**src/rtl/assert_macros.svh**
```systemverilog
// Assertion macros used by the equalizer top level.
`ifndef ASSERT_MACROS_SVH
`define ASSERT_MACROS_SVH
`ifndef SYNTHESIS
`define ASSERT_IMPLY(lbl, clk, rstn, pre, post, msg) \
  lbl: assert property (@(posedge clk) disable iff (!rstn) (pre) |-> (post)) else $error(msg);
`define ASSERT_NEXT(lbl, clk, rstn, pre, post, msg) \
  lbl: assert property (@(posedge clk) disable iff (!rstn) (pre) |=> (post)) else $error(msg);
`else
`define ASSERT_IMPLY(lbl, clk, rstn, pre, post, msg)
`define ASSERT_NEXT(lbl, clk, rstn, pre, post, msg)
`endif
`endif

```
**src/rtl/sbqeq_pkg.sv**
```systemverilog
// Types, constants and rounding function for the stereo biquad equalizer.
package sbqeq_pkg;

  localparam int STAGES         = 8;
  localparam int SAMPLE_BITS    = 24;
  localparam int COEF_FRAC_BITS = 24;
  localparam int COEF_BITS      = COEF_FRAC_BITS + 3;
  localparam int COEF_WORDS     = STAGES * 5;
  localparam int ROWS           = STAGES * 2;
  localparam int STAGE_BITS     = $clog2(STAGES);
  localparam int ROW_BITS       = $clog2(ROWS);
  localparam int CADDR_BITS     = $clog2(COEF_WORDS);
  localparam int CADDR_PORT     = 6;
  localparam int NCNT_BITS      = 4;
  localparam int CFG_DATA_BITS  = 4;
  localparam int CFG_IDX_BITS   = 2;
  localparam int PROD_BITS      = COEF_BITS + SAMPLE_BITS;
  localparam int ACC_BITS       = PROD_BITS + 3;
  localparam int RND_BITS       = ACC_BITS - COEF_FRAC_BITS;
  localparam int ROW_WIDTH      = 4 * SAMPLE_BITS;
  localparam int K_BITS         = 3;

  localparam logic [K_BITS-1:0] K_FIRST = K_BITS'(0);
  localparam logic [K_BITS-1:0] K_SUB   = K_BITS'(3);
  localparam logic [K_BITS-1:0] K_LAST  = K_BITS'(4);

  localparam logic [CFG_IDX_BITS-1:0] CFG_ENABLE = CFG_IDX_BITS'(0);
  localparam logic [CFG_IDX_BITS-1:0] CFG_STAGES = CFG_IDX_BITS'(1);
  localparam logic [CFG_IDX_BITS-1:0] CFG_MONO   = CFG_IDX_BITS'(2);

  localparam logic signed [RND_BITS-1:0] RND_MAX = RND_BITS'((64'sd1 <<< (SAMPLE_BITS-1)) - 1);
  localparam logic signed [RND_BITS-1:0] RND_MIN = -RND_MAX - RND_BITS'(1);
  localparam logic signed [SAMPLE_BITS-1:0] SMP_MAX = {1'b0, {(SAMPLE_BITS-1){1'b1}}};
  localparam logic signed [SAMPLE_BITS-1:0] SMP_MIN = {1'b1, {(SAMPLE_BITS-1){1'b0}}};
  localparam logic signed [ACC_BITS-1:0] RND_HALF = ACC_BITS'(64'd1 << (COEF_FRAC_BITS-1));

  typedef enum logic [1:0] {
    CMD_SAMPLE = 2'd0,
    CMD_COEF   = 2'd1,
    CMD_CLEAR  = 2'd2,
    CMD_NONE   = 2'd3
  } cmd_t;

  typedef enum logic [2:0] {
    ST_IDLE,
    ST_ISSUE,
    ST_DRAIN,
    ST_ROUND,
    ST_WRITE,
    ST_OUT
  } state_t;

  typedef struct packed {
    logic vld;
    logic first;
    logic sub;
    logic last;
  } mac_ctrl_t;

  function automatic logic signed [SAMPLE_BITS-1:0] round_sat(
    input logic signed [ACC_BITS-1:0] acc
  );
    logic signed [ACC_BITS-1:0] u;
    logic signed [RND_BITS-1:0] r;
    u = acc + RND_HALF;
    r = u[ACC_BITS-1:COEF_FRAC_BITS];
    if (r > RND_MAX) begin
      return SMP_MAX;
    end else if (r < RND_MIN) begin
      return SMP_MIN;
    end else begin
      return r[SAMPLE_BITS-1:0];
    end
  endfunction

endpackage

```
**src/rtl/stereo_biquad_cascade_eq_unit.sv**
```systemverilog
// Top level of the stereo cascaded biquad equalizer.
//
//   port group | direction | handshake          | content
//   in_        | input     | in_valid/in_ready   | cmd, samples, coefficient address/value
//   out_       | output    | out_valid/out_ready | filtered left/right samples
//   cfg_       | input     | cfg_wr_en           | enable, stage count, mono select
//
// A filtered sample pair runs each of the N active sections, left then right,
// on the single MAC, which paces the work with the history memory (one row
// address) and the coefficient read port (5 reads, 3-stage drain, round,
// write back). Bypassed pairs, coefficient writes and clears skip the MAC.
// Reset is synchronous; it empties all histories at once through row valid bits.
// A stalled result sits in the output register while the next item enters.
module stereo_biquad_cascade_eq_unit (
  input  logic                                           clk,
  input  logic                                           rst_n,
  input  logic                                           in_valid,
  output logic                                           in_ready,
  input  logic [1:0]                                     in_cmd,
  input  logic signed [sbqeq_pkg::SAMPLE_BITS-1:0]       in_left_in,
  input  logic signed [sbqeq_pkg::SAMPLE_BITS-1:0]       in_right_in,
  input  logic [sbqeq_pkg::CADDR_PORT-1:0]               in_coef_address,
  input  logic signed [sbqeq_pkg::COEF_BITS-1:0]         in_coef_value,
  output logic                                           out_valid,
  input  logic                                           out_ready,
  output logic signed [sbqeq_pkg::SAMPLE_BITS-1:0]       out_left_out,
  output logic signed [sbqeq_pkg::SAMPLE_BITS-1:0]       out_right_out,
  input  logic                                           cfg_wr_en,
  input  logic [sbqeq_pkg::CFG_IDX_BITS-1:0]             cfg_index,
  input  logic [sbqeq_pkg::CFG_DATA_BITS-1:0]            cfg_data
);
  import sbqeq_pkg::*;
  `include "assert_macros.svh"

  state_t                         state_r;
  state_t                         state_nxt;
  logic                           filter_enable_r;
  logic [NCNT_BITS-1:0]           active_stages_r;
  logic                           mono_input_r;
  logic [NCNT_BITS-1:0]           n_stages;

  logic [STAGE_BITS-1:0]          s_r;
  logic                           ch_r;
  logic [K_BITS-1:0]              k_r;
  logic signed [SAMPLE_BITS-1:0]  samp_r [2];
  logic signed [SAMPLE_BITS-1:0]  x;
  logic signed [SAMPLE_BITS-1:0]  y_r;
  logic signed [SAMPLE_BITS-1:0]  h_r [4];

  logic signed [COEF_BITS-1:0]    coef_mem [COEF_WORDS];
  logic signed [COEF_BITS-1:0]    coef_q_r;
  logic [CADDR_BITS-1:0]          coef_raddr;
  logic [ROW_WIDTH-1:0]           hist_mem [ROWS];
  logic [ROW_WIDTH-1:0]           hist_q_r;
  logic [ROWS-1:0]                hist_vld_r;
  logic                           hist_vq_r;
  logic [ROW_BITS-1:0]            row;

  logic                           rd_vld_r;
  logic [K_BITS-1:0]              rd_k_r;
  mac_ctrl_t                      mac_ctrl;
  logic signed [SAMPLE_BITS-1:0]  mac_op;
  logic signed [ACC_BITS-1:0]     mac_acc;
  logic                           mac_done;

  logic                           in_fire;
  logic                           sample_go;
  logic                           last_step;
  logic                           hist_we;
  logic                           out_load;
  logic                           out_valid_r;
  logic signed [SAMPLE_BITS-1:0]  out_left_r;
  logic signed [SAMPLE_BITS-1:0]  out_right_r;

  assign n_stages  = (active_stages_r > NCNT_BITS'(STAGES)) ? NCNT_BITS'(STAGES)
                                                              : active_stages_r;
  assign row       = {s_r, ch_r};
  assign x         = samp_r[ch_r];
  assign coef_raddr = CADDR_BITS'({s_r, 2'b00}) + CADDR_BITS'(s_r) + CADDR_BITS'(k_r);
  assign in_fire   = in_valid && in_ready;
  assign sample_go = filter_enable_r && (n_stages != '0);
  assign last_step = ch_r && ((NCNT_BITS'(s_r) + NCNT_BITS'(1)) == n_stages);

  always_ff @(posedge clk) begin
    if (!rst_n) begin
      filter_enable_r <= 1'b0;
      active_stages_r <= '0;
      mono_input_r    <= 1'b0;
    end else if (cfg_wr_en) begin
      case (cfg_index)
        CFG_ENABLE: filter_enable_r <= cfg_data[0];
        CFG_STAGES: active_stages_r <= cfg_data;
        CFG_MONO:   mono_input_r    <= cfg_data[0];
        default: ;
      endcase
    end
  end

  always_comb begin
    state_nxt = state_r;
    case (state_r)
      ST_IDLE: begin
        if (in_valid && (in_cmd == CMD_SAMPLE)) begin
          state_nxt = sample_go ? ST_ISSUE : ST_OUT;
        end
      end
      ST_ISSUE: begin
        if (k_r == K_LAST) begin
          state_nxt = ST_DRAIN;
        end
      end
      ST_DRAIN: begin
        if (mac_done) begin
          state_nxt = ST_ROUND;
        end
      end
      ST_ROUND: state_nxt = ST_WRITE;
      ST_WRITE: state_nxt = last_step ? ST_OUT : ST_ISSUE;
      ST_OUT: begin
        if (!out_valid_r || out_ready) begin
          state_nxt = ST_IDLE;
        end
      end
      default: state_nxt = ST_IDLE;
    endcase
  end

  always_comb begin
    in_ready = 1'b0;
    hist_we  = 1'b0;
    out_load = 1'b0;
    case (state_r)
      ST_IDLE:  in_ready = 1'b1;
      ST_WRITE: hist_we  = 1'b1;
      ST_OUT:   out_load = !out_valid_r || out_ready;
      default: ;
    endcase
  end

  always_ff @(posedge clk) begin
    if (!rst_n) begin
      state_r    <= ST_IDLE;
      s_r        <= '0;
      ch_r       <= 1'b0;
      k_r        <= '0;
      rd_vld_r   <= 1'b0;
      hist_vld_r <= '0;
    end else begin
      state_r  <= state_nxt;
      rd_vld_r <= (state_r == ST_ISSUE);
      if (state_r == ST_ISSUE) begin
        k_r <= (k_r == K_LAST) ? K_FIRST : k_r + K_BITS'(1);
      end
      if (in_fire && (in_cmd == CMD_SAMPLE)) begin
        s_r  <= '0;
        ch_r <= 1'b0;
        k_r  <= K_FIRST;
      end
      if (in_fire && (in_cmd == CMD_CLEAR)) begin
        hist_vld_r <= '0;
      end
      if (hist_we) begin
        hist_vld_r[row] <= 1'b1;
        ch_r            <= !ch_r;
        if (ch_r) begin
          s_r <= s_r + STAGE_BITS'(1);
        end
      end
    end
  end

  always_ff @(posedge clk) begin
    rd_k_r <= k_r;
    if (in_fire && (in_cmd == CMD_SAMPLE)) begin
      samp_r[0] <= in_left_in;
      samp_r[1] <= mono_input_r ? in_left_in : in_right_in;
    end
    if (hist_we) begin
      samp_r[ch_r] <= y_r;
    end
    if (state_r == ST_ROUND) begin
      y_r <= round_sat(mac_acc);
    end
  end

  always_ff @(posedge clk) begin
    if (in_fire && (in_cmd == CMD_COEF) &&
        (in_coef_address < CADDR_PORT'(COEF_WORDS))) begin
      coef_mem[in_coef_address[CADDR_BITS-1:0]] <= in_coef_value;
    end
    coef_q_r <= coef_mem[coef_raddr];
  end

  always_ff @(posedge clk) begin
    if (hist_we) begin
      hist_mem[row] <= {h_r[2], y_r, h_r[0], x};
    end
    hist_q_r  <= hist_mem[row];
    hist_vq_r <= hist_vld_r[row];
  end

  always_ff @(posedge clk) begin
    if (rd_vld_r && (rd_k_r == K_FIRST)) begin
      for (int i = 0; i < 4; i++) begin
        h_r[i] <= hist_vq_r ? hist_q_r[i*SAMPLE_BITS +: SAMPLE_BITS] : '0;
      end
    end
  end

  always_comb begin
    case (rd_k_r)
      3'd0:    mac_op = x;
      3'd1:    mac_op = h_r[0];
      3'd2:    mac_op = h_r[1];
      3'd3:    mac_op = h_r[2];
      3'd4:    mac_op = h_r[3];
      default: mac_op = x;
    endcase
    mac_ctrl.vld   = rd_vld_r;
    mac_ctrl.first = (rd_k_r == K_FIRST);
    mac_ctrl.sub   = (rd_k_r >= K_SUB);
    mac_ctrl.last  = (rd_k_r == K_LAST);
  end

  sbqeq_mac u_mac (
    .clk    (clk),
    .rst_n  (rst_n),
    .ctrl_i (mac_ctrl),
    .coef_i (coef_q_r),
    .op_i   (mac_op),
    .acc_o  (mac_acc),
    .done_o (mac_done)
  );

  always_ff @(posedge clk) begin
    if (!rst_n) begin
      out_valid_r <= 1'b0;
    end else if (out_load) begin
      out_valid_r <= 1'b1;
    end else if (out_ready) begin
      out_valid_r <= 1'b0;
    end
  end

  always_ff @(posedge clk) begin
    if (out_load) begin
      out_left_r  <= samp_r[0];
      out_right_r <= samp_r[1];
    end
  end

  assign out_valid     = out_valid_r;
  assign out_left_out  = out_left_r;
  assign out_right_out = out_right_r;

  `ASSERT_NEXT(a_bypass_to_out, clk, rst_n, in_fire && (in_cmd == CMD_SAMPLE) && !sample_go, state_r == ST_OUT, "bypassed item did not go to output")
  `ASSERT_IMPLY(a_stage_in_range, clk, rst_n, state_r == ST_ISSUE, NCNT_BITS'(s_r) < n_stages, "section index beyond active count")
  `ASSERT_IMPLY(a_round_after_done, clk, rst_n, state_r == ST_ROUND, $past(mac_done), "rounding before accumulation finished")
  `ASSERT_NEXT(a_write_marks_row, clk, rst_n, hist_we && !in_fire, hist_vld_r[$past(row)], "written history row not marked valid")

endmodule

```
**src/rtl/sbqeq_mac.sv**
```systemverilog
// Shared multiply-accumulate unit for the biquad sections.
module sbqeq_mac (
  input  logic                                          clk,
  input  logic                                          rst_n,
  input  sbqeq_pkg::mac_ctrl_t                          ctrl_i,
  input  logic signed [sbqeq_pkg::COEF_BITS-1:0]        coef_i,
  input  logic signed [sbqeq_pkg::SAMPLE_BITS-1:0]      op_i,
  output logic signed [sbqeq_pkg::ACC_BITS-1:0]         acc_o,
  output logic                                          done_o
);
  import sbqeq_pkg::*;

  mac_ctrl_t                     ctrl_r;
  logic signed [PROD_BITS-1:0]   prod_r;
  logic signed [ACC_BITS-1:0]    acc_r;
  logic signed [ACC_BITS-1:0]    acc_nxt;
  logic signed [ACC_BITS-1:0]    prod_ext;
  logic signed [ACC_BITS-1:0]    base;
  logic                          done_r;

  always_ff @(posedge clk) begin
    prod_r <= coef_i * op_i;
  end

  always_ff @(posedge clk) begin
    if (!rst_n) begin
      ctrl_r <= '0;
      done_r <= 1'b0;
    end else begin
      ctrl_r <= ctrl_i;
      done_r <= ctrl_r.vld && ctrl_r.last;
    end
  end

  always_comb begin
    prod_ext = {{(ACC_BITS-PROD_BITS){prod_r[PROD_BITS-1]}}, prod_r};
    base     = ctrl_r.first ? '0 : acc_r;
    acc_nxt  = ctrl_r.sub ? (base - prod_ext) : (base + prod_ext);
  end

  always_ff @(posedge clk) begin
    if (ctrl_r.vld) begin
      acc_r <= acc_nxt;
    end
  end

  assign acc_o  = acc_r;
  assign done_o = done_r;

endmodule

```
**config.mk**
```make
export PLATFORM = sky130hd
export DESIGN_NAME = stereo_biquad_cascade_eq_unit
export DESIGN_NICKNAME = d
export VERILOG_FILES = /design/src/rtl/sbqeq_pkg.sv /design/src/rtl/stereo_biquad_cascade_eq_unit.sv /design/src/rtl/sbqeq_mac.sv
export VERILOG_INCLUDE_DIRS = /design/src /design/src/rtl
export SDC_FILE = /design/constraint.sdc
export NUM_CORES = 2
export LEC_CHECK = 0
export BUFFER_PORTS_ARGS = -buffer_cell sky130_fd_sc_hd__buf_2
export CORE_MARGIN = 2
export CORE_UTILIZATION = 60
export CTS_CLUSTER_DIAMETER = 150
export CTS_CLUSTER_SIZE = 25
export DETAILED_ROUTE_END_ITERATION = 8
export PLACE_DENSITY = 0.81
export SYNTH_ARGS = -nofsm -noshare
export SYNTH_HDL_FRONTEND = slang
export SYNTH_SLANG_ARGS = --single-unit
```
**constraint.sdc**
```tcl
create_clock -name clk -period 17 [get_ports clk]
set_clock_uncertainty 0.2 [all_clocks]
set_input_delay 0.85 -clock clk [delete_from_list [all_inputs] [get_ports clk]]
set_output_delay 0.85 -clock clk [all_outputs]
set_load 0.05 [all_outputs]
```
==> results.yml <==
placed_design:
  hpwl_mm: 210
  port_buffers: 143
  gp_congestion: 0.906
timing:
  maxSlewHeadroom_pct: 10.9
  finalHoldViolations: 0
  slew_viol_final: 0
  finalSetupTns_ns: 0
  max_slew.worst_pin.slew_ns: 1.34
  period_share_pct: 59.8
  rsz0062_at_grt: "false"
  layout_min_cycle_time_ns: 10.17
  fmaxAchievable_mhz: 98.4
  finalSetupViolCount: 0
synthesis:
  synth_edf_count: 2886
  synth.area.top_cells: "edfxtp_1, mux4_2, fa_1"
  ys_ff_latch: 3104
  synthArstFlopShare_pct: 0
  synth_compound_area_share_pct: 2.56
  yosysWarnings: 0
  yosys.area_share.simple_pct: 5.24
  synth.distinct_cells: 83
  ys.flop_type: "edfxtp_1"
  avgSynthCellArea_um2: 17.4
  synth_xor_area_share_pct: 1.15
  syn_inst: 8212
  synth_fp_nets: 9185
  synth_top_family_by_area: "multiplexers"
  muxShareOfSynthArea_pct: 13.3
  synth-adder-area-share_pct: 11.2
  synth_top_cell_by_area: "edfxtp_1"
  synth_top_area_share_pct: 60.6
  ys_seq_area_share_pct: 63.7
  syn-cell-area_um2: 143000
clocking:
  cts_buffer_depth: 3
  post_cts_buffers: 0
  ctsResizeCount: 0
  cts_inserted_buffers: 143
  root_buffer: "clkbuf_16"
  path_clk_slew_ns: 0.10
  postCtsHoldBufs: 0
  cts_tree: "done"
  clock_latency_ns: 0.87
  cts_sinks: 3104
  htree_levels: 4
critical_path:
  rr_worst_depth: 27
  path_class: "reg -> reg"
  cp-end-kind: "register"
  cp.arrival_ns: 10.73
  cp-startpoint: "rd_k_r[0]"
  cpLargestDelayFamily: "adder cells"
  cpMostUsedCell: "fa_1"
  critPathMaxStageDelay_ns: 0.97
  critical_path.startpoint_type: "register"
  r2r-start: "rd_k_r[0]"
  required_ns: 17.56
  crit_fanout: 27
  r2r_end: "u_mac.prod_r[49]"
  crit_path_end: "u_mac.prod_r[49]"
  cp_slowest_cell: "a21oi_2"
  crit_cells: 27
  rrSetupSlack_ns: 6.83
  critical_path_buf_inv_count: 4
cells_and_area:
  area_growth_pct: 6.49
  n_fill_cell: 15600
  nets: 9229
  drive_gt1_share_pct: 17.1
floorplanning:
  fp.dieArea_um2: 242000
  die_w_um: 492
  core_um2: 237000
  num_rows: 179
  die_h_um: 492
  ioPinCount: 144
  start_util_pct: 60.2
drt:
  drt_iter0_markers: 10700
  drt-pass1-iter-count: 8
  antenna_violating_nets_post_route: 0
  drc: 0
  routedWlPerCell_um: 30.9
  wl_mm: 356
  vias: 75700
  avgViaCountPerCell: 6.56
global_routing:
  grt_pass1_vias: 78400
  overflow: 0
  grt_max_degree: 133
  grt_usage_pct: 29.7
  grt_pass1_wl_mm: 523
  antenna_found_initial: 31
run_status:
  status: "finished clean"
min_path:
  hp-class: "in -> reg"
flow_run:
  max-cap-violations: 0
[synthesized netlist by cell type, types with 59 or more instances]
cell and instances:
and2_1 413, clkbuf_1 313, mux4_2 815, inv_1 687, o21ai_0 105, ha_1 203, a21o_1 59, nor2_1 194
dfxtp_1 218, nand2_1 579, xnor2_1 130, a21oi_1 196, nor2b_1 113, fa_1 676, edfxtp_1 2886, buf_1 65
[cells in the final DEF, fill, tap and decap left out, types with 77 or more instances in the layout]
| cell type | n |
|---|---|
| dfxtp_1 | 207 |
| xnor2_1 | 128 |
| and2_1 | 412 |
| o21ai_0 | 105 |
| nor2b_1 | 113 |
| edfxtp_1 | 2886 |
| buf_4 | 137 |
| nand2_1 | 579 |
| clkbuf_1 | 77 |
| inv_1 | 687 |
| nor2_1 | 145 |
| buf_2 | 143 |
| clkbuf_16 | 144 |
| ha_1 | 201 |
| a21oi_1 | 173 |
| mux4_2 | 815 |
| fa_1 | 675 |
[area by class of cell]
class / instances / area [µm²] / area share, %
diodes: 20 / 50.0 / 0.0329
clock buffers: 221 / 3890 / 2.56
clock inverters: 16 / 360 / 0.237
inverters: 688 / 2580 / 1.70
multi-input cells: 4031 / 48500 / 31.8
flip-flops and latches: 3104 / 91100 / 59.8
well taps: 3167 / 3960 / 2.60
repair buffers: 288 / 1900 / 1.25
[routing by layer]
layer	part of all wire [%]	global-route usage, %	up-vias
met4	5.1	12.7	26
met1	34	39.8	39500
li1	-	-	30500
met2	49	48.5	4865
met3	11	5.65	862
met5	0.046	0	-
[flip-flops by register name, summed over array words and instances (netlist names), 4 cells and up, named ones only]
register and count:
hist_mem 1536, h_r 96, active_stages_r 4, out_left_out 24, coef_q_r 27, samp_r 48, out_right_out 24, u_mac.prod_r 51
hist_vld_r 16, y_r 24, coef_mem 1080, u_mac.ctrl_r 4, hist_q_r 96, u_mac.acc_o 54
[cells by family after synthesis]
logic type / count (synthesis)
XOR/XNOR: 188
AO/OA/AOI/OAI: 584
adder cells (fa/ha/maj): 879
multiplexers: 878
buffers and inverters: 1077
AND/OR/NAND/NOR: 1502
flip-flops: 3104
[per-stage QoR]
step,std cells,cell area [µm²],worst slack [ns],utilization (%),hold slack [ns]
detailed placement,11300,148000,6.97,62.3,0.230
global placement,11300,148000,7.21,62.3,0.215
floorplan,8212,143000,5.20,-,0.171
CTS,11500,152000,7.00,64.1,0.00800
finish,11500,152000,6.83,64.1,0.0552
global route,11500,152000,6.25,64.1,0.0492
[worst reg2reg max path, delay by kind of cell (launching register included)]
kind                       cells  cell delay (ns)
adders and majority gates      8             3.78
buffers and inverters          4             0.21
DFF                            1             0.92
and+or+nand+nor                3             0.67
xor gates and xnor gates       2             0.93
AOI/OAI and AO/OA             10             3.39
[worst min-delay path by stage]
| stage | from | endpoint | slack, ns | cells past startpoint |
|---|---|---|---|---|
| after CTS | cfg_data[3] | active_stages_r[3] | 0.008 | 3 |
| after global placement | k_r[2] | rd_k_r[2] | 0.22 | 0 |
| final | cfg_data[3] | active_stages_r[3] | 0.06 | 3 |
| after floorplan | k_r[1] | rd_k_r[1] | 0.17 | 0 |
| after global routing | in_left_in[1] | samp_r[0][1] | 0.05 | 3 |
| after detailed placement | samp_r[1][19] | out_right_out[19] | 0.23 | 0 |
Power is left out: the tool's default activity adds up to more than one toggle a clock period on the data nets, which glitch-free logic cannot reach.
